File: src/rtl/bship_pkg.sv
`timescale 1ns / 1ps
// ----------------------------------------------------------------------------
// bship_pkg
// Shared types, constants and fixed-point helpers of the Burning Ship unit.
// ----------------------------------------------------------------------------
package bship_pkg;

    localparam int C_IMAGE_WIDTH  = 1024;
    localparam int C_IMAGE_HEIGHT = 1024;
    localparam int C_QUEUE_DEPTH  = 2;

    localparam int C_FRAC_BITS = 28;
    localparam int C_WORD_W    = C_FRAC_BITS + 4;
    localparam int C_MAG_W     = C_WORD_W - 1;
    localparam int C_PROD_W    = 2 * C_MAG_W;
    localparam int C_WIDE_W    = 2 * C_WORD_W;

    localparam int C_PIX_W     = 10;
    localparam int C_CENTER_W  = 32;
    localparam int C_STEP_W    = 31;
    localparam int C_COUNT_W   = 16;

    localparam int C_S_TDATA_W = ((2 * C_PIX_W + 7) / 8) * 8;
    localparam int C_M_TDATA_W = ((C_COUNT_W + 7) / 8) * 8;
    localparam int C_APB_W     = 32;

    localparam int C_NUM_REGS  = 5;
    localparam int C_PADDR_W   = $clog2(4 * C_NUM_REGS);
    localparam int C_IDX_W     = C_PADDR_W - 2;

    localparam logic [C_IDX_W-1:0] C_REG_CENTER_RE = C_IDX_W'(0);
    localparam logic [C_IDX_W-1:0] C_REG_CENTER_IM = C_IDX_W'(1);
    localparam logic [C_IDX_W-1:0] C_REG_STEP_RE   = C_IDX_W'(2);
    localparam logic [C_IDX_W-1:0] C_REG_STEP_IM   = C_IDX_W'(3);
    localparam logic [C_IDX_W-1:0] C_REG_ITER_LIMIT = C_IDX_W'(4);

    localparam logic [C_STEP_W-1:0]  C_STEP_RE_RST  = C_STEP_W'(2952790);
    localparam logic [C_STEP_W-1:0]  C_STEP_IM_RST  = C_STEP_W'(2684354);
    localparam logic [C_COUNT_W-1:0] C_ITER_LIMIT_RST = C_COUNT_W'(50);

    localparam logic [C_WORD_W-1:0] C_FOUR_FIX = C_WORD_W'(4) << C_FRAC_BITS;

    localparam logic signed [C_WIDE_W-1:0] C_WMAX_WIDE =
        {{(C_WIDE_W - C_WORD_W + 1){1'b0}}, {(C_WORD_W - 1){1'b1}}};
    localparam logic signed [C_WIDE_W-1:0] C_WMIN_WIDE =
        {{(C_WIDE_W - C_WORD_W + 1){1'b1}}, {(C_WORD_W - 1){1'b0}}};

    typedef logic signed [C_WORD_W-1:0] t_word;
    typedef logic        [C_MAG_W-1:0]  t_mag;
    typedef logic signed [C_WIDE_W-1:0] t_wide;

    typedef struct packed {
        t_word cr;
        t_word ci;
    } t_point;

    typedef struct packed {
        logic signed [C_CENTER_W-1:0] center_re;
        logic signed [C_CENTER_W-1:0] center_im;
        logic        [C_STEP_W-1:0]   step_re;
        logic        [C_STEP_W-1:0]   step_im;
    } t_view;

    typedef enum logic [1:0] {
        S_IDLE,
        S_MUL,
        S_EVAL,
        S_DONE
    } t_back_state;

    function automatic t_word clamp_word(input t_wide v);
        t_word r;
        if (v > C_WMAX_WIDE) begin
            r = C_WMAX_WIDE[C_WORD_W-1:0];
        end else if (v < C_WMIN_WIDE) begin
            r = C_WMIN_WIDE[C_WORD_W-1:0];
        end else begin
            r = v[C_WORD_W-1:0];
        end
        return r;
    endfunction

    // most negative word saturates to the largest magnitude
    function automatic t_mag magnitude(input t_word v);
        t_word n;
        t_mag  r;
        n = -v;
        if (!v[C_WORD_W-1]) begin
            r = v[C_MAG_W-1:0];
        end else if (v == C_WMIN_WIDE[C_WORD_W-1:0]) begin
            r = '1;
        end else begin
            r = n[C_MAG_W-1:0];
        end
        return r;
    endfunction

    function automatic t_mag sat_shift(input logic [C_PROD_W-1:0] p, input int s);
        logic [C_PROD_W-1:0] q;
        t_mag                r;
        q = p >> s;
        if (|q[C_PROD_W-1:C_MAG_W]) begin
            r = '1;
        end else begin
            r = q[C_MAG_W-1:0];
        end
        return r;
    endfunction

endpackage

File: src/rtl/bship_front.sv
`timescale 1ns / 1ps
// ----------------------------------------------------------------------------
// bship_front
// Maps an incoming pixel to its point c of the plane and hands it to the queue.
// ----------------------------------------------------------------------------
module bship_front #(
    parameter int IMAGE_WIDTH  = bship_pkg::C_IMAGE_WIDTH,
    parameter int IMAGE_HEIGHT = bship_pkg::C_IMAGE_HEIGHT
) (
    input  logic                            i_clk,
    input  logic                            i_rst_n,
    input  logic                            i_valid,
    output logic                            o_ready,
    input  logic [bship_pkg::C_PIX_W-1:0]   i_pixel_x,
    input  logic [bship_pkg::C_PIX_W-1:0]   i_pixel_y,
    input  bship_pkg::t_view                i_view,
    output logic                            o_push_valid,
    input  logic                            i_push_ready,
    output bship_pkg::t_point               o_point
);

    localparam int HALF_W   = IMAGE_WIDTH / 2;
    localparam int HALF_H   = IMAGE_HEIGHT / 2;
    localparam int OFF_X_W  = ((bship_pkg::C_PIX_W > $clog2(HALF_W)) ?
                               bship_pkg::C_PIX_W : $clog2(HALF_W)) + 1;
    localparam int OFF_Y_W  = ((bship_pkg::C_PIX_W > $clog2(HALF_H)) ?
                               bship_pkg::C_PIX_W : $clog2(HALF_H)) + 1;
    localparam int PROD_X_W = OFF_X_W + bship_pkg::C_STEP_W + 1;
    localparam int PROD_Y_W = OFF_Y_W + bship_pkg::C_STEP_W + 1;
    localparam int WIDE_W   = bship_pkg::C_WIDE_W;

    logic signed [OFF_X_W-1:0]  w_off_x;
    logic signed [OFF_Y_W-1:0]  w_off_y;
    logic signed [PROD_X_W-1:0] w_prod_x;
    logic signed [PROD_Y_W-1:0] w_prod_y;
    logic signed [PROD_X_W-1:0] r_prod_x;
    logic signed [PROD_Y_W-1:0] r_prod_y;
    logic                       r_valid;
    logic                       w_accept;

    assign w_off_x  = signed'(OFF_X_W'(i_pixel_x)) - signed'(OFF_X_W'(HALF_W));
    assign w_off_y  = signed'(OFF_Y_W'(i_pixel_y)) - signed'(OFF_Y_W'(HALF_H));
    assign w_prod_x = w_off_x * signed'({1'b0, i_view.step_re});
    assign w_prod_y = w_off_y * signed'({1'b0, i_view.step_im});

    assign o_ready  = !r_valid || i_push_ready;
    assign w_accept = i_valid && o_ready;

    always_ff @(posedge i_clk) begin
        if (!i_rst_n) begin
            r_valid <= 1'b0;
        end else if (w_accept) begin
            r_valid <= 1'b1;
        end else if (i_push_ready) begin
            r_valid <= 1'b0;
        end
    end

    always_ff @(posedge i_clk) begin
        if (w_accept) begin
            r_prod_x <= w_prod_x;
            r_prod_y <= w_prod_y;
        end
    end

    assign o_push_valid = r_valid;
    assign o_point.cr   = bship_pkg::clamp_word(WIDE_W'(i_view.center_re) + WIDE_W'(r_prod_x));
    assign o_point.ci   = bship_pkg::clamp_word(WIDE_W'(i_view.center_im) + WIDE_W'(r_prod_y));

endmodule

File: config.mk
export PLATFORM = sky130hd
export DESIGN_NAME = bship_front
export DESIGN_NICKNAME = d
export VERILOG_FILES = /design/src/rtl/bship_pkg.sv /design/src/rtl/bship_front.sv
export SDC_FILE = /design/constraint.sdc
export NUM_CORES = 2
export LEC_CHECK = 0
export ABC_AREA = 1
export BUFFER_PORTS_ARGS = -buffer_cell sky130_fd_sc_hd__buf_4
export CAP_MARGIN = 40
export CORE_MARGIN = 1
export CORE_UTILIZATION = 45
export DETAILED_ROUTE_END_ITERATION = 8
export GPL_TIMING_DRIVEN = 0
export PLACE_DENSITY = 0.69
export SYNTH_ARGS = -nofsm -noshare
export SYNTH_HDL_FRONTEND = slang
export SYNTH_SLANG_ARGS = --single-unit
File: constraint.sdc
create_clock -name i_clk -period 7.3 [get_ports i_clk]
set_input_delay 0.73 -clock i_clk [delete_from_list [all_inputs] [get_ports i_clk]]
set_output_delay 0.73 -clock i_clk [all_outputs]
set_load 0.01 [all_outputs]
# Yosys cells after proc, flatten, opt, wreduce, memory -nomap -nowiden
# Cells that the tools add are included.
# word_totals
regBits,87
in_bits,150
wordCells,23
# op_classes
mux,6
mul,2
order_cmp,4
reduce_logical,4
n_addsub,4
# op_table
cell,count
32-bit 2-to-1 mux,4
32-bit by 43-bit adder with 44-bit output,2
"44-bit by 32-bit > comparator with 1-bit output, second input constant",2
"44-bit by 32-bit less-than comparator with 1-bit output, second input constant",2
11-bit by 32-bit multiplier with 43-bit output,2
"10-bit by 10-bit subtractor with 11-bit output, second input constant",2
1-bit 2-to-1 mux,2
2-bit nonzero test,1
1-bit logical AND,1
1-bit zero test,1
1-bit logical OR,1

# Longest topological paths before layout
# logic_depth
ltp_word,4
ltp_mapped,25
depth_no_buf,24

# Least setup slack after synthesis
# OpenSTA, ideal clock, no wires.
# synth_path
kind,input -> register
from,input i_view[38] (netlist name)
to,register r_prod_x[36] (data pin)
arrival_time_ps,5231
setup_slack_ps,1810
required_time_ps,7041
path_stages,20
n_path_buf,1
cell_sequence,clkbuf_1 -> nand2_1 -> fa_1 -> fa_1 -> fa_1 -> inv_1 -> fa_1 -> inv_1 -> fa_1 -> inv_1 -> ha_1 -> nand2_1 -> inv_1 -> a21oi_1 -> o21ai_1 -> a21boi_0 -> o21ai_1 -> nand3_1 -> nand2_1 -> xor2_1
# synth_between
elab_chain_cells,1
# synth_lines
element,line,source
start: declaration,bship_front.sv:16,"input bship_pkg::t_view i_view,"
11-bit by 32-bit multiplier with 43-bit output,bship_front.sv:43,"assign w_prod_x = w_off_x * signed'({1'b0, i_view.step_re});"
via w_prod_x[36],bship_front.sv:34,logic signed [PROD_X_W-1:0] w_prod_x;
end signal: assignment,bship_front.sv:61,r_prod_x <= w_prod_x;
end: declaration,bship_front.sv:36,logic signed [PROD_X_W-1:0] r_prod_x;
# The timed path passes the listed nets, and every way through them passes these cells.
# A chain may end at the register's enable or synchronous reset.

# Worst setup path after layout
# layout_path
from,input i_pixel_x[9] (netlist name)
to,register r_prod_x[39] (data pin)
# layout_between
elab_chain_cells,2
# layout_lines
element,line,source
start: declaration,bship_front.sv:14,"input logic [bship_pkg::C_PIX_W-1:0] i_pixel_x,"
10-bit by 10-bit subtractor with 11-bit output,bship_front.sv:41,assign w_off_x = signed'(OFF_X_W'(i_pixel_x)) - signed'(OFF_X_W'(HALF_W));
11-bit by 32-bit multiplier with 43-bit output,bship_front.sv:43,
via w_prod_x[39],bship_front.sv:34,
# The timed path passes the listed nets, and every way through them passes these cells.

==> load_flow_metrics.sql <==
INSERT INTO impl_metrics (metric_group, metric, value, unit) VALUES
('outcome', 'run_status', 'finished, violations left', ''),
('outcome', 'violations', 'design-rule violations', ''),
('finish', 'area_of_the_multi_input_gates', '0.0253', 'mm2'),
('logic_synthesis', 'synth_sequential_area_ratio', '0.0782', ''),
('placed_design', 'port-buffer-count', '209', ''),
('logic_synthesis', 'synth_commonest_cells', 'nand2_1, inv_1, fa_1', ''),
('critical_path', 'worst_path_dominant_cell_family', 'adder cells', ''),
('timing', 'hold_viol', '0', ''),
('detailed_routing', 'drt_first_pass_iters', '8', ''),
('critical_path', 'path_max_fanout', '10', ''),
('timing', 'timing.hold.ws', '0.553', 'ns'),
('timing', 'totalNegativeSetupSlack', '0', 'ns'),
('finish', 'postLayoutCellArea', '0.0364', 'mm2'),
('power_and_ir_drop', 'power.density_cell_area', '501', 'mW/mm2'),
('critical_path', 'worstReg2RegEnd', 'r_prod_x[11]$_DFFE_PP_', ''),
('detailed_routing', 'drt_wl_total', '95700', 'um'),
('flow_run', 'max_cap_violations', '0', ''),
('global_route', 'gr_overflow_total', '0', ''),
('timing', 'post-route-period-util', '0.877', ''),
('placed_design', 'place_hpwl', '84400', 'um'),
('logic_synthesis', 'synth.avg_cell_area', '7.05', 'um2'),
('floorplanning', 'io_pins', '216', ''),
('placed_design', 'place_area', '0.0361', 'mm2'),
('floorplanning', 'floorplan.die.height', '274', 'um'),
('hold_path', 'hold_path.startpoint', 'o_push_valid$_SDFFE_PN0P_', ''),
('finish', 'antenna_cells_inserted', '0', ''),
('clocking', 'cts_hold_repair.buffers', '0', ''),
('logic_synthesis', 'synth.cell_area', '0.0333', 'mm2'),
('global_route', 'grt_pass1_vias', '29400', ''),
('clocking', 'htreeDepth', '3', ''),
('finish', 'p_r_area_growth_vs_syn', '9.42', '%'),
('timing', 'timing.clock.skew', '0.0184', 'ns'),
('hold_path', 'min_delay_path_depth', '2', ''),
('logic_synthesis', 'yosys.area.top_type_share', '0.315', ''),
('floorplanning', 'core-area', '0.0731', 'mm2'),
('clocking', 'postCtsSetupRepairBufs', '0', ''),
('detailed_routing', 'postRouteAntennaNets', '0', ''),
('clocking', 'ctsLongestPathBuffers', '2', ''),
('logic_synthesis', 'yosys_register_bits', '87', ''),
('logic_synthesis', 'synth_cell_types', '46', ''),
('clocking', 'cts_tree', 'yes', ''),
('floorplanning', 'floorplan.initialDensity', '0.455', ''),
('global_route', 'maximum_number_of_pins_on_one_net_before_global_route_repair', '31', ''),
('placed_design', 'gp_congestion', '0.982', ''),
('global_route', 'gr-usage-all-layers', '0.262', ''),
('logic_synthesis', 'synth_area_leaders', 'fa_1, nand2_1, inv_1', ''),
('detailed_routing', 'viasPerCell', '4.96', ''),
('finish', 'layout.core_utilization', '0.498', ''),
('critical_path', 'r2r.worst_path.cells', '3', ''),
('logic_synthesis', 'synth_top_cell_by_area', 'fa_1', ''),
('global_route', 'number_of_antenna_violations_at_the_first_check_in_global_routing', '2', ''),
('floorplanning', 'num_rows', '99', ''),
('logic_synthesis', 'synth-edff-count', '86', ''),
('logic_synthesis', 'ys.flop_type', 'edfxtp_1', ''),
('timing', 'fmax', '156', 'MHz'),
('critical_path', 'timing.critical_path.cells', 'clkbuf_1 -> clkbuf_1 -> nor2_1 -> fa_1 -> fa_1 -> fa_1 -> fa_1 -> inv_1 -> fa_1 -> inv_1 -> ha_1 -> nand2_1 -> nor2_1 -> inv_1 -> nor4_1 -> nand4_1 -> nand3_1 -> xor2_1', ''),
('critical_path', 'critical-path-slowest-cell', 'clkbuf_1', ''),
('critical_path', 'reg_to_reg_slack_setup', '5.84', 'ns'),
('timing', 'setup_viol_count_final', '0', ''),
('power_and_ir_drop', 'highest_ir_drop_seen_on_vdd', '0.385', 'mV'),
('placed_design', 'post-place-ws', '0.596', 'ns'),
('logic_synthesis', 'synth-async-reset-ratio', '0', ''),
('timing', 'relSlewSlack', '0.377', ''),
('logic_synthesis', 'synthMostInstantiatedCell', 'nand2_1', ''),
('detailed_routing', 'detail_route.drc_violations', '36', ''),
('timing', 'final_max_slew_viol_count', '0', ''),
('clocking', 'post_cts.resized_instances', '0', ''),
('timing', 'rsz0062_at_grt', 'no', ''),
('timing', 'postLayoutSetupSlackWorst', '0.898', 'ns'),
('floorplanning', 'die_area', '0.0750', 'mm2'),
('timing', 'max_slew.worst_pin.slew', '0.935', 'ns');
-- where the power goes --
group / internal (mW) / switching, mW
Clock: 0.242 / 0.224
Sequential: 1.37 / 0.113
Combinational: 5.83 / 10.5
-- cells in the final DEF (no fill, tap or decap), drive strengths merged, types with 14 or more instances in the layout --
cell	synthesis	routed
a21o	14	14
nand2	1448	1448
ha	308	308
xor2	86	86
nor2	352	352
o21ai	58	58
nor3	19	19
inv	1251	1256
xnor2	50	50
nand3	93	93
a31oi	33	33
o21bai	21	21
fa	524	524
buf	12	224
edfxtp	86	86
clkbuf	128	137
nand4	23	23
a21oi	148	148
-- registers in the layout, summed over array words and instances (netlist names) --
register,flops
r_prod_y,43
o_push_valid,1
r_prod_x,43
-- worst min-delay path, delay by kind of cell, from the launching register on --
family          cells  cell delay (ns)
flops               1             0.35
simple gates        1             0.09
compound gates      1             0.07
-- cell type report --
type                    instances  share of cell area
plain buffers                 140              0.0171
clock buffers                   9             0.00619
clock inverters                 7             0.00192
inverters                    1256               0.129
multi-input cells            3235               0.696
flip-flops and latches         87              0.0715
well taps                     959              0.0330
repair buffers                212              0.0447
-- kinds of logic after synthesis --
kind of cell             after synthesis  synth area share
AND/OR/NAND/NOR                     1963             0.241
AO/OA/AOI/OAI                        304            0.0525
adder cells (fa/ha/maj)              832             0.431
buffers and inverters               1396             0.160
XOR/XNOR                             136            0.0369
flip-flops                            87            0.0782
-- how the worst max path moves through the flow --
stage            startpoint                     end  slack [ns]
2_1_floorplan    i_view[38]  r_prod_x[36]$_DFFE_PP_        1.81
3_3_place_gp        i_valid   r_prod_x[2]$_DFFE_PP_        0.07
3_5_place_dp   i_pixel_y[9]  r_prod_y[26]$_DFFE_PP_        0.60
4_1_cts        i_pixel_y[9]  r_prod_y[26]$_DFFE_PP_        0.98
5_1_grt        i_pixel_y[9]  r_prod_y[41]$_DFFE_PP_        0.64
6_report       i_pixel_x[9]  r_prod_x[39]$_DFFE_PP_        0.90
-- routing by layer --
layer / track usage / wire, um
met1: 0.363 / 43200
met2: 0.432 / 43800
met3: 0.0267 / 6170
met4: 0.0762 / 2590
met5: 0 / 23
No activity file was read; power rests on OpenSTA's default activity.
