===== config.mk =====
export PLATFORM = sky130hd
export DESIGN_NAME = bship_fifo
export DESIGN_NICKNAME = d
export VERILOG_FILES = /design/src/rtl/bship_pkg.sv /design/src/rtl/bship_fifo.sv
export SDC_FILE = /design/constraint.sdc
export NUM_CORES = 1
export LEC_CHECK = 0
export ABC_AREA = 1
export BUFFER_PORTS_ARGS = -buffer_cell sky130_fd_sc_hd__buf_2
export CAP_MARGIN = 25
export CORE_UTILIZATION = 56
export CTS_BUF_LIST = sky130_fd_sc_hd__clkbuf_16
export DETAILED_ROUTE_END_ITERATION = 8
export MAX_ROUTING_LAYER = met4
export PLACE_DENSITY_LB_ADDON = 0.12
export SETUP_SLACK_MARGIN = 0.3
export SLEW_MARGIN = 20
export SYNTH_ARGS = -nofsm -noshare
export SYNTH_HDL_FRONTEND = slang
export SYNTH_SLANG_ARGS = --single-unit
export TNS_END_PERCENT = 20

===== constraint.sdc =====
create_clock -name i_clk -period 6.7 [get_ports i_clk]
set_input_delay 0.67 -clock i_clk [delete_from_list [all_inputs] [get_ports i_clk]]
set_output_delay 0.67 -clock i_clk [all_outputs]
set_load 0.02 [all_outputs]

===== src/rtl/bship_pkg.sv =====
`timescale 1ns / 1ps
// ----------------------------------------------------------------------------
// bship_pkg
// Shared types, constants and fixed-point helpers of the Burning Ship unit.
// ----------------------------------------------------------------------------
package bship_pkg;

    localparam int C_IMAGE_WIDTH  = 1024;
    localparam int C_IMAGE_HEIGHT = 1024;
    localparam int C_QUEUE_DEPTH  = 2;

    localparam int C_FRAC_BITS = 28;
    localparam int C_WORD_W    = C_FRAC_BITS + 4;
    localparam int C_MAG_W     = C_WORD_W - 1;
    localparam int C_PROD_W    = 2 * C_MAG_W;
    localparam int C_WIDE_W    = 2 * C_WORD_W;

    localparam int C_PIX_W     = 10;
    localparam int C_CENTER_W  = 32;
    localparam int C_STEP_W    = 31;
    localparam int C_COUNT_W   = 16;

    localparam int C_S_TDATA_W = ((2 * C_PIX_W + 7) / 8) * 8;
    localparam int C_M_TDATA_W = ((C_COUNT_W + 7) / 8) * 8;
    localparam int C_APB_W     = 32;

    localparam int C_NUM_REGS  = 5;
    localparam int C_PADDR_W   = $clog2(4 * C_NUM_REGS);
    localparam int C_IDX_W     = C_PADDR_W - 2;

    localparam logic [C_IDX_W-1:0] C_REG_CENTER_RE = C_IDX_W'(0);
    localparam logic [C_IDX_W-1:0] C_REG_CENTER_IM = C_IDX_W'(1);
    localparam logic [C_IDX_W-1:0] C_REG_STEP_RE   = C_IDX_W'(2);
    localparam logic [C_IDX_W-1:0] C_REG_STEP_IM   = C_IDX_W'(3);
    localparam logic [C_IDX_W-1:0] C_REG_ITER_LIMIT = C_IDX_W'(4);

    localparam logic [C_STEP_W-1:0]  C_STEP_RE_RST  = C_STEP_W'(2952790);
    localparam logic [C_STEP_W-1:0]  C_STEP_IM_RST  = C_STEP_W'(2684354);
    localparam logic [C_COUNT_W-1:0] C_ITER_LIMIT_RST = C_COUNT_W'(50);

    localparam logic [C_WORD_W-1:0] C_FOUR_FIX = C_WORD_W'(4) << C_FRAC_BITS;

    localparam logic signed [C_WIDE_W-1:0] C_WMAX_WIDE =
        {{(C_WIDE_W - C_WORD_W + 1){1'b0}}, {(C_WORD_W - 1){1'b1}}};
    localparam logic signed [C_WIDE_W-1:0] C_WMIN_WIDE =
        {{(C_WIDE_W - C_WORD_W + 1){1'b1}}, {(C_WORD_W - 1){1'b0}}};

    typedef logic signed [C_WORD_W-1:0] t_word;
    typedef logic        [C_MAG_W-1:0]  t_mag;
    typedef logic signed [C_WIDE_W-1:0] t_wide;

    typedef struct packed {
        t_word cr;
        t_word ci;
    } t_point;

    typedef struct packed {
        logic signed [C_CENTER_W-1:0] center_re;
        logic signed [C_CENTER_W-1:0] center_im;
        logic        [C_STEP_W-1:0]   step_re;
        logic        [C_STEP_W-1:0]   step_im;
    } t_view;

    typedef enum logic [1:0] {
        S_IDLE,
        S_MUL,
        S_EVAL,
        S_DONE
    } t_back_state;

    function automatic t_word clamp_word(input t_wide v);
        t_word r;
        if (v > C_WMAX_WIDE) begin
            r = C_WMAX_WIDE[C_WORD_W-1:0];
        end else if (v < C_WMIN_WIDE) begin
            r = C_WMIN_WIDE[C_WORD_W-1:0];
        end else begin
            r = v[C_WORD_W-1:0];
        end
        return r;
    endfunction

    // most negative word saturates to the largest magnitude
    function automatic t_mag magnitude(input t_word v);
        t_word n;
        t_mag  r;
        n = -v;
        if (!v[C_WORD_W-1]) begin
            r = v[C_MAG_W-1:0];
        end else if (v == C_WMIN_WIDE[C_WORD_W-1:0]) begin
            r = '1;
        end else begin
            r = n[C_MAG_W-1:0];
        end
        return r;
    endfunction

    function automatic t_mag sat_shift(input logic [C_PROD_W-1:0] p, input int s);
        logic [C_PROD_W-1:0] q;
        t_mag                r;
        q = p >> s;
        if (|q[C_PROD_W-1:C_MAG_W]) begin
            r = '1;
        end else begin
            r = q[C_MAG_W-1:0];
        end
        return r;
    endfunction

endpackage


===== src/rtl/bship_fifo.sv =====
`timescale 1ns / 1ps
// ----------------------------------------------------------------------------
// bship_fifo
// Short queue of mapped points between the front and the iteration engine.
// ----------------------------------------------------------------------------
module bship_fifo #(
    parameter int DEPTH = bship_pkg::C_QUEUE_DEPTH
) (
    input  logic              i_clk,
    input  logic              i_rst_n,
    input  logic              i_valid,
    output logic              o_ready,
    input  bship_pkg::t_point i_data,
    output logic              o_valid,
    input  logic              i_ready,
    output bship_pkg::t_point o_data
);

    localparam int PTR_W = $clog2(DEPTH);
    localparam int CNT_W = $clog2(DEPTH + 1);

    bship_pkg::t_point r_mem [DEPTH];
    logic [PTR_W-1:0]  r_wr_ptr;
    logic [PTR_W-1:0]  r_rd_ptr;
    logic [CNT_W-1:0]  r_count;
    logic              w_push;
    logic              w_pop;

    assign o_ready = (r_count != CNT_W'(DEPTH));
    assign o_valid = (r_count != '0);
    assign o_data  = r_mem[r_rd_ptr];
    assign w_push  = i_valid && o_ready;
    assign w_pop   = o_valid && i_ready;

    always_ff @(posedge i_clk) begin
        if (!i_rst_n) begin
            r_wr_ptr <= '0;
            r_rd_ptr <= '0;
            r_count  <= '0;
        end else begin
            if (w_push) begin
                r_wr_ptr <= (r_wr_ptr == PTR_W'(DEPTH - 1)) ? '0 : r_wr_ptr + 1'b1;
            end
            if (w_pop) begin
                r_rd_ptr <= (r_rd_ptr == PTR_W'(DEPTH - 1)) ? '0 : r_rd_ptr + 1'b1;
            end
            if (w_push && !w_pop) begin
                r_count <= r_count + 1'b1;
            end else if (w_pop && !w_push) begin
                r_count <= r_count - 1'b1;
            end
        end
    end

    always_ff @(posedge i_clk) begin
        if (w_push) begin
            r_mem[r_wr_ptr] <= i_data;
        end
    end

endmodule


# [Word level (Yosys, flattened, before mapping)]
# Memories as Yosys holds them, arrays and structs flattened. A register that Yosys moved wholly into a read port is not among the register bits.
# Index checks and enable logic that the tools add are counted.
[totals] input_bits=68 ram_bits=128 mem_count=1 register_bits=4
[mem_list] name="r_mem" depth=2 width=64 rd=1 rd_clocked_by_memory_dff=1 wr=1 line_no="bship_fifo.sv:22" rtl="bship_pkg::t_point r_mem [DEPTH];"
[op_classes] add_sub_neg=4 n_reduce_logical=8 muxes=8 n_eq_ne=1
[ops] cell="$mux W1" n=6
[ops] cell="$logic_and A1 B1 Y1" n=4
[ops] cell="$mux W2" n=2
[ops] cell="$reduce_bool A2 Y1" n=2
[ops] cell="$add A1 B1 Y1 const B" n=2
[ops] cell="$add A2 B1 Y2 const B" n=1
[ops] cell="$logic_not A1 Y1" n=2
[ops] cell="$ne A2 B2 Y1 const B" n=1
[ops] cell="$sub A2 B1 Y2 const B" n=1

# [Logic depth before layout (Yosys ltp)]
# Gate-level depths: netlist of the first run.
[depth] word_depth=6 mapped_depth=11 mapped_depth_nobuf=11

# [Least setup slack after synthesis of the first run]
# Ideal clock, no wire load.
[synth_path] path_kind="input -> register" from="in i_valid" to="mem r_mem[0][0] in the netlist's numbering (enable)" path_buffers=0 setup_ns=0.486 t_arrival_ns=3.444 required_ns=6.214 path_stages=2 setup_slack_ns=2.769 cell_sequence="nand2_1 nor2_1"
[synth_between] elab_chain_len=3
[synth_rtl] element="from (decl)" line_no="bship_fifo.sv:11" rtl="input logic i_valid,"
[synth_rtl] element="$logic_and A1 B1 Y1" line_no="bship_fifo.sv:32" rtl="assign w_push = i_valid && o_ready;"
[synth_rtl] element="$mux W1" line_no="bship_fifo.sv:56" rtl="if (w_push) begin"
[synth_rtl] element="$mux W1 (implied by the code)" line_no="bship_fifo.sv:57" rtl="r_mem[r_wr_ptr] <= i_data;"
[synth_rtl] element="to (decl)" line_no="bship_fifo.sv:22"
# Every way passes these cells.

==> results of run 1 <==
==> routing by layer <==
layer	GRT usage	up-vias
met1	0.2196	1238
li1	-	1213
met2	0.2876	94
met3	0.06943	12
met5	-	-
met4	0.09324	0
==> area by class of cell <==
cell class                 instances  area (um^2)  share of cell area
clock buffer                      17        425.4             0.06517
clock inverter                    15        210.2             0.03220
inverter                           8        30.03            0.004600
multi-input combinational         88         1071              0.1641
sequential                       133         3948              0.6048
tap                              108        135.1             0.02070
timing repair buffer             137        708.2              0.1085
==> power groups by stage <==
stage	logic, mW	clock network, mW	registers [mW]
after global placement	0.675	0	1.10
after detailed placement	0.679	0	1.10
after floorplan	0.531	0	1.10
after CTS	0.681	0.993	1.09
final	0.674	0.979	1.09
after global routing	0.717	1.03	1.10
==> synth_stat cells <==
library cell    n  area (um^2)
nand2_1         9        33.78
mux2_2          4        45.04
nor2_1          8        30.03
mux2_4         60        900.9
buf_12          6        120.1
o21a_1          1        7.510
nand3_1         1        5.000
edfxtp_1      128         3844
o21ai_0         2        10.01
ha_1            1        12.51
buf_6           1        11.26
a21oi_1         1        5.000
nand4_1         1        6.260
dfxtp_1         5        100.1
inv_1           8        30.03
==> cells by family after synthesis <==
family,count (synthesis),synth area share
buffers and inverters,15,0.03127
multiplexers,64,0.1833
AO/OA/AOI/OAI,4,0.004363
flip-flops,133,0.7641
AND/OR/NAND/NOR,19,0.01455
adder cells (fa/ha/maj),1,0.002424
==> state kept, by name (all words and copies together), names as in the netlist, named ones only <==
| signal | flops |
|---|---|
| r_count | 2 |
| r_mem | 128 |
| r_rd_ptr | 1 |
| r_wr_ptr | 1 |
==> metrics by stage <==
step,hold WS (ps),utilization,worst slack (ps),power (mW)
2_1_floorplan,466.9,-,2769,1.634
3_3_place_gp,481.1,0.6668,4225,1.772
3_5_place_dp,496.7,0.6691,4325,1.784
4_1_cts,437.5,0.7413,3884,2.763
5_1_grt,432.7,0.7413,3812,2.843
6_report,453.9,0.7413,3912,2.742
==> critical path, stage by stage, from the launching register on <==
cell and delay, ps:
dfxtp_4 330, buf_4 520, buf_12 330, mux2_2 360, buf_2 160
==> worst paths after layout <==
path | from | to | cells after the start
max | flop | o_data[49] | 4
min | i_data[9] | r_mem[1][9]$_DFFE_PP_ | 1
max reg2reg | r_count[0]$_SDFFE_PN0P_ | r_mem[1][21]$_DFFE_PP_ | 5
min reg2reg | r_rd_ptr$_SDFFE_PN0P_ | r_rd_ptr$_SDFFE_PN0P_ | 2
==> metrics.txt, run 1 <==
CTS Sinks=133; switching share of power=0.2700; CTS tree=yes; final antenna-violating net count=0; H-tree levels=4; synthesized area=0.005161 mm^2; Reg clk slew, reported paths=50 ps; relative slew slack=0.4296; Clock power frac=0.357; Finished Cell Area=0.006528 mm^2; fin crit share=0.4162; final WL=8284 um; Yosys cell types=15; # diodes=0; Reg power frac=0.397; final net count=454; share of cells above drive strength 1=0.5854; critical path startpoint category=flop; routed vias/inst=5.053; fill count=542; Placeable Area=0.008806 mm^2; global-route wire length before repair=12,560 um; peak supply drop=0.3710 mV; Min-Delay Path Class=in -> reg; CP arrival=2120 ps; vias in the first global route=2,493; placed instance area=0.005892 mm^2; CP required=6030 ps; DIE WIDTH=98 um; placed instance count=474; met2 wire length=4111 um; PwrDens=420.1 mW/mm^2; Clock Skew=5.395 ps; failing checks=design-rule violations; DRT met1 WL=3545 um; Vias=2,557; GP Congestion=0.7052; RSZ-0062 raised after global routing=no; drt drc=10; Tmin final=2788 ps; Worst Tran Pin Value=855.6 ps; CP Max Fanout=34; final non-filler cell total=506; Detail Route met3 WL=471 um; hold_buf cts=0; YS warnings=0; f_max=0.3586 GHz; sequential share of the synthesized area=0.7641; CTS root buf=clkbuf_16; average cell area after synthesis=21.87 um^2; status=complete, but fails checks; syn_nets=305; DR top layer=met4; Die H=98 um; power share of the combinational group=0.246; post-DR wirelength/cell=16.37 um; Slew Limit Fails=0; Final Hold Fails=0; Internal=2.002 mW; CTS buffer count=17; Port Buffer Count=133; GRT Resource Usage Total=0.1880; endpoints failing setup=0; gate count of the mapped netlist=236; DIE AREA=0.009604 mm^2; commonest cells after routing, fill and taps aside=buf_2, edfxtp_1, mux2_4, clkbuf_16, nand2_1; post-CTS setup buffers=0; register-to-register setup slack=4790 ps; initial antenna violation count=0; largest net degree at the start of global routing=65; gr ovfl total=0; DR iter-0 viols=146; commonest non-fill, non-tap cell in the layout=buf_2; TritonRoute pass-1 iters=6; Initial Util=0.5861; FF+latch count, synth=133; crit end category=output pin; clk buf depth=2; DPL Wire Length=5224 um; # IOs=134; max_cap viols=0; clock latency on the worst-skew pair=400 ps; area delta synth->final=26.47%; Crit Path Class=reg -> out; Resized cells post-CTS=0; LEAKAGE=2.617 nW; Core Rows=34; net switching power=0.7404 mW; setup tns final=0 ps
No activity file was read; power rests on OpenSTA's default activity.
==> run 2: changes to the inputs <==
CORE_UTILIZATION = 47   (was 56)
clock period = 2.4 ns   (was 6.7 ns; I/O delays follow)
==> run 2 against run 1 <==
The flow now finishes without violations. Clock-buffer cell count is the same. Final cell count grew 7.1%. Setup slack lost 3500 ps. Global-route usage shrank 1.9 points. First-iteration DRC count shrank 34%. Power grew to 2.8 times the previous value. Wire length grew 5.1%. Highest routed layer unchanged.
==> metrics.txt, run 2 (synthesis gave the netlist of run 1 again) <==
CTS Sinks=133 (unchanged); # IOs=134 (unchanged); Die H=106.8 um (was 98 um); final WL=8707 um (was 8284 um); Slew Limit Fails=0 (unchanged); RSZ-0062 raised after global routing=no (unchanged); DPL Wire Length=5549 um (was 5224 um); register-to-register setup slack=850 ps (was 4790 ps); total power=7.612 mW (was 2.742 mW); largest net degree at the start of global routing=34 (was 65); met2 wire length=4450 um (was 4111 um); vias in the first global route=2,717 (was 2,493); fill count=804 (was 542); CP required=2160 ps (was 6030 ps); DIE AREA=0.01140 mm^2 (was 0.009604 mm^2); Resized cells post-CTS=0 (unchanged); DIE WIDTH=106.8 um (was 98 um); RR Startpoint=r_count[0]$_SDFFE_PN0P_ (unchanged); Reg power frac=0.402 (was 0.397); commonest cells after routing, fill and taps aside=buf_2, edfxtp_1, mux2_4, clkbuf_16, inv_1 (was buf_2, edfxtp_1, mux2_4, clkbuf_16, nand2_1); Worst Tran Pin Value=463.4 ps (was 855.6 ps); endpoints failing setup=0 (unchanged); DR top layer=met4 (unchanged); biggest regs=r_mem x128, r_count x2 (unchanged); setup tns final=0 ps (unchanged); max reg flops=128 (unchanged); peak supply drop=0.6525 mV (was 0.3710 mV); CP Max Fanout=24 (was 34); critical path startpoint category=flop (unchanged); GP Congestion=0.6962 (was 0.7052); Vias=2,620 (was 2,557); Final Hold Fails=0 (unchanged); net switching power=2.096 mW (was 0.7404 mW); f_max=0.5151 GHz; final net count=461 (was 454); share of cells above drive strength 1=0.5877 (was 0.5854); Port Buffer Count=133 (unchanged); crit end category=output pin (unchanged); fin crit share=0.8089; Reg clk slew, reported paths=60 ps (was 50 ps); CTS root buf=clkbuf_16 (unchanged); Core Rows=37 (was 34); DRT met1 WL=3571 um (was 3545 um); relative slew slack=0.6910 (was 0.4296); global-route wire length before repair=13,410 um (was 12,560 um); gr ovfl total=0 (unchanged); final antenna-violating net count=0 (unchanged); worst hold path startpoint=i_data[44] (was i_data[9]); Tmin final=1941 ps; GRT Resource Usage Total=0.1686 (was 0.1880); TritonRoute pass-1 iters=5 (was 6); Internal=5.516 mW (was 2.002 mW); max_cap viols=0 (unchanged); drt drc=0 (was 10); CP arrival=1700 ps (was 2120 ps); clk buf depth=2 (unchanged); status=completed (was complete, but fails checks); Clock power frac=0.347 (was 0.357); post-DR wirelength/cell=16.06 um (was 16.37 um); power share of the combinational group=0.251 (was 0.246); final hold slack=12.63 ps (was 453.9 ps); Initial Util=0.4933 (was 0.5861); initial antenna violation count=0 (unchanged); Biggest register=r_mem (unchanged); Crit Path Class=reg -> out (unchanged); PwrDens=1148 mW/mm^2 (was 420.1 mW/mm^2); CTS buffer count=17 (unchanged); commonest non-fill, non-tap cell in the layout=buf_2 (unchanged); routed vias/inst=4.834 (was 5.053); LEAKAGE=2.656 nW (was 2.617 nW); H-tree levels=4 (unchanged); Placeable Area=0.01046 mm^2 (was 0.008806 mm^2); Clock Skew=13.29 ps (was 5.395 ps); DR iter-0 viols=97 (was 146); area delta synth->final=28.46% (was 26.47%); Min-Delay Path Class=in -> reg (unchanged); Detail Route met3 WL=465 um (was 471 um); clock latency on the worst-skew pair=410 ps (was 400 ps); CTS tree=yes (unchanged); switching share of power=0.2753 (was 0.2700)
run 2: power by group through the flow:
stage / logic, mW / clock network (mW) / registers [mW]
6_report: 1.91 / 2.64 / 3.06
5_1_grt: 2.05 / 2.79 / 3.09
3_3_place_gp: 1.87 / 0 / 3.11
4_1_cts: 1.94 / 2.69 / 3.07
3_5_place_dp: 1.89 / 0 / 3.14
2_1_floorplan: 1.50 / 0 / 3.05
run 2: final cells by class:
type | instances | area [um^2] | share of cell area
diodes | 1 | 2.502 | 0.0003774
clock buffers | 17 | 425.4 | 0.06416
clock inverters | 15 | 187.7 | 0.02831
inverters | 8 | 30.03 | 0.004529
multi-input cells | 88 | 1076 | 0.1623
flip-flops and latches | 133 | 3948 | 0.5954
well taps | 136 | 170.2 | 0.02567
repair buffers | 144 | 790.8 | 0.1193
run 2: repair_timing:
action / in CTS / in global routing
hold buffers: 1 / 3
endpoints found under the hold margin: 2 / 6
setup endpoints to repair: 3 / 0
setup buffers: 1 / 0
run 2: layer usage:
metal | vias up | global-route usage
met1 | 1291 | 0.1900
met4 | 0 | 0.09295
met3 | 15 | 0.05046
li1 | 1229 | -
met2 | 85 | 0.2700
met5 | - | -
run 2: path summary, 6_finish.rpt:
| kind | depth (start not counted) | to |
|---|---|---|
| max | 3 | o_data[48] |
| min | 1 | r_mem[1][44]$_DFFE_PP_ |
| max reg2reg | 5 | r_mem[0][2]$_DFFE_PP_ |
| min reg2reg | 2 | r_rd_ptr$_SDFFE_PN0P_ |
run 2: worst max-delay path, stage by stage, from the launching register on:
cell and delay (ps):
dfxtp_4 510, buf_12 260, mux2_2 350, buf_2 160
run 2: stage by stage:
step | instance area [um^2] | util | worst slack [ps] | cells
2_1_floorplan | 5181 | - | 345.8 | 236
3_3_place_gp | 5959 | 0.5696 | 741.9 | 504
3_5_place_dp | 5959 | 0.5696 | 733.7 | 504
4_1_cts | 6598 | 0.6306 | 427.7 | 538
5_1_grt | 6628 | 0.6335 | 369.1 | 541
6_report | 6630 | 0.6337 | 458.6 | 542
==> run 3: changes to the inputs <==
ABC_AREA = 0   (was 1)
clock period = 1.6 ns   (was 2.4 ns; I/O delays follow)
==> run 3 against run 2 <==
The run now ends with negative setup slack left. Die area fell by 5.8%. Sequential power increased by 48%. Non-clock buffer count rose by 65. Sequential share of layout area decreased by 6.2 points. Via count grew 6.8%. Setup slack worse by 550 ps. Clock skew decreased by 5.9 ps. Sequential cell count unchanged. First-iteration DRC count fell by 2.1%. Power rose by 56%. Area after synthesis is 5.9% lower. Combinational power grew 97%. Critical path type unchanged. Highest routed layer unchanged.
==> metrics.txt, run 3 <==
status=complete, but fails checks (was completed); failing checks=negative setup slack; DR iter-0 viols=95 (was 97); synthesized area=0.004857 mm^2 (was 0.005161 mm^2); largest net degree at the start of global routing=45 (was 34); clock latency on the worst-skew pair=410 ps (about the same); # diodes=0 (was 1); crit end category=output pin (unchanged); Final Hold Fails=0 (unchanged); register-to-register setup slack=70 ps (was 850 ps); vias in the first global route=2,932 (was 2,717); DIE AREA=0.01075 mm^2 (was 0.01140 mm^2); area delta synth->final=52.55% (was 28.46%); asr flop ratio synth=0 (unchanged); f_max=0.5903 GHz; total power=11.84 mW (was 7.612 mW); setup tns final=-3827 ps (was 0 ps); syn_nets=292 (was 305); Die H=103.7 um (was 106.8 um); gr ovfl total=0 (unchanged); placed instance area=0.005762 mm^2 (was 0.005959 mm^2); Initial Util=0.4902 (was 0.4933); Clock Skew=7.411 ps (was 13.29 ps); peak supply drop=0.8948 mV (was 0.6525 mV); DPL Wire Length=5111 um (was 5549 um); final net count=513 (was 461); endpoints failing setup=56 (was 0); GP Congestion=0.6865 (was 0.6962); final antenna-violating net count=0 (unchanged); CTS root buf=clkbuf_16 (unchanged); Crit Path Class=reg -> out (unchanged); critical path startpoint category=flop (unchanged); Primary FF master, synth=edfxtp_1 (unchanged); PnR worst setup slack=-94.04 ps (was 458.6 ps); CP required=1440 ps (was 2160 ps); Synth top area share=0.7913 (was 0.7447); fin crit share=1.059; R2R Path End=r_count[1]$_SDFFE_PN0P_ (was r_mem[0][2]$_DFFE_PP_); CTS Sinks=133 (unchanged); sequential share of the synthesized area=0.8120 (was 0.7641); clk buf depth=2 (unchanged); Placeable Area=0.009910 mm^2 (was 0.01046 mm^2); gate count of the mapped netlist=223 (was 236); Post-synth EDFFs=128 (unchanged); share of cells above drive strength 1=0.5339 (was 0.5877); Port Buffer Count=133 (unchanged); RSZ-0062 raised after global routing=yes (was no); Critical path destination=o_data[44] (was o_data[48]); Worst Tran Pin Value=331.1 ps (was 463.4 ps); Yosys cell types=20 (was 15); worst r2r path cells=6 (was 5); CTS buffer count=17 (unchanged); commonest cells after routing, fill and taps aside=edfxtp_1, buf_2, dlygate4sd3_1, mux2_2, buf_6 (was buf_2, edfxtp_1, mux2_4, clkbuf_16, inv_1); initial antenna violation count=0 (unchanged); worst hold stages=3 (was 1); CTS tree=yes (unchanged); Biggest register=r_mem (unchanged); relative slew slack=0.7778 (was 0.6910); cell taking the most area after synthesis=edfxtp_1 (unchanged); global-route wire length before repair=14,520 um (was 13,410 um); H-tree levels=4 (unchanged); LEAKAGE=2.860 nW (was 2.656 nW); Slew Limit Fails=0 (unchanged); YS warnings=0 (unchanged); count leader, synth=edfxtp_1 (unchanged); GRT Resource Usage Total=0.1887 (was 0.1686); final non-filler cell total=590 (was 542); placed instance count=489 (was 504); average cell area after synthesis=21.78 um^2 (was 21.87 um^2); Tmin final=1694 ps; final WL=9678 um (was 8707 um); Min-Delay Path Class=in -> reg (unchanged); biggest regs=r_mem x128, r_count x2 (unchanged); commonest non-fill, non-tap cell in the layout=edfxtp_1 (was buf_2); routed vias/inst=4.742 (was 4.834); Core Rows=36 (was 37); PwrDens=1598 mW/mm^2 (was 1148 mW/mm^2); max_cap viols=0 (unchanged); Vias=2,798 (was 2,620); CP Max Fanout=30 (was 24); max reg flops=128 (unchanged); TritonRoute pass-1 iters=4 (was 5); drt drc=0 (unchanged); Reg clk slew, reported paths=50 ps (was 60 ps); Finished Cell Area=0.007410 mm^2 (was 0.006630 mm^2); Final Util=0.7477 (was 0.6337); FF+latch count, synth=133 (unchanged); post-DR wirelength/cell=16.40 um (was 16.06 um); RR Startpoint=r_count[0]$_SDFFE_PN0P_ (unchanged); DIE WIDTH=103.7 um (was 106.8 um); ranking of synthesized cells by area=edfxtp_1, mux2_2, dfxtp_1 (was edfxtp_1, mux2_4, buf_12); Post-synth top cells=edfxtp_1, mux2_2, buf_4 (was edfxtp_1, mux2_4, nand2_1); # IOs=134 (unchanged); CP arrival=1530 ps (was 1700 ps)
## run 3: timing repair
action / 4_1_cts / 5_1_grt
hold buffers: 65 / 0
setup endpoints to repair: 175 / 176
endpoints found under the hold margin: 130 / 0
buffers inserted: 1 / 0
resized for setup: 53 / 52
cloned: 2 / 1
pin swaps: 8 / 1
## run 3: per-stage QoR
step	setup slack [ps]	hold slack [ps]
floorplan	-380.5	258.9
global placement	109.4	347.7
detailed placement	41.70	350.8
CTS	-123.2	94.18
global route	-153.4	128.5
finish	-94.04	112.2
## run 3: worst min-delay path by stage
stage / startpoint / endpoint
after floorplan: i_data[0] / r_mem[0][0]$_DFFE_PP_
after global placement: i_data[32] / r_mem[0][32]$_DFFE_PP_
after detailed placement: i_data[39] / r_mem[0][39]$_DFFE_PP_
after CTS: i_valid / r_wr_ptr$_SDFFE_PN0P_
after global routing: i_valid / r_wr_ptr$_SDFFE_PN0P_
final: i_valid / r_wr_ptr$_SDFFE_PN0P_
## run 3: logic make-up (layout without fill, tap and decap cells)
kind of cell,count (synthesis),in the layout,share of synthesized area
AND/OR/NAND/NOR,9,9,0.01340
flip-flops,133,133,0.8120
multiplexers,64,64,0.1484
buffers and inverters,8,242,0.01107
XOR/XNOR,3,3,0.005411
AO/OA/AOI/OAI,5,5,0.007212
adder cells (fa/ha/maj),1,1,0.002576
## run 3: power breakdown
| group | total (mW) | internal, mW | switching [mW] |
|---|---|---|---|
| combinational | 3.76 | 1.94 | 1.83 |
| clock | 3.55 | 2.24 | 1.31 |
| sequential | 4.52 | 4.37 | 0.149 |
## run 3: metal layers
metal  wire, um  vias to the layer above  part of all wire  GRT usage
met5          0                        -                 0          -
met1       4017                     1360              0.42     0.2209
met2       5018                       96              0.52     0.3054
li1           -                     1329                 -          -
met4        117                        0             0.012    0.07959
met3        525                       13             0.054    0.05601
## run 3: worst max-delay path, cell delays in order (launching register included)
cell	delay, ps
dfxtp_4	390
buf_12	210
mux2_2	360
buf_4	160
## run 3: final cells by class
type,instances,area (um^2)
clock buffers,17,425.4
flip-flops and latches,133,3955
well taps,133,166.4
fillers,604,2500
clock inverters,15,125.1
multi-input cells,82,975.9
repair buffers,209,1754
inverters,1,7.507
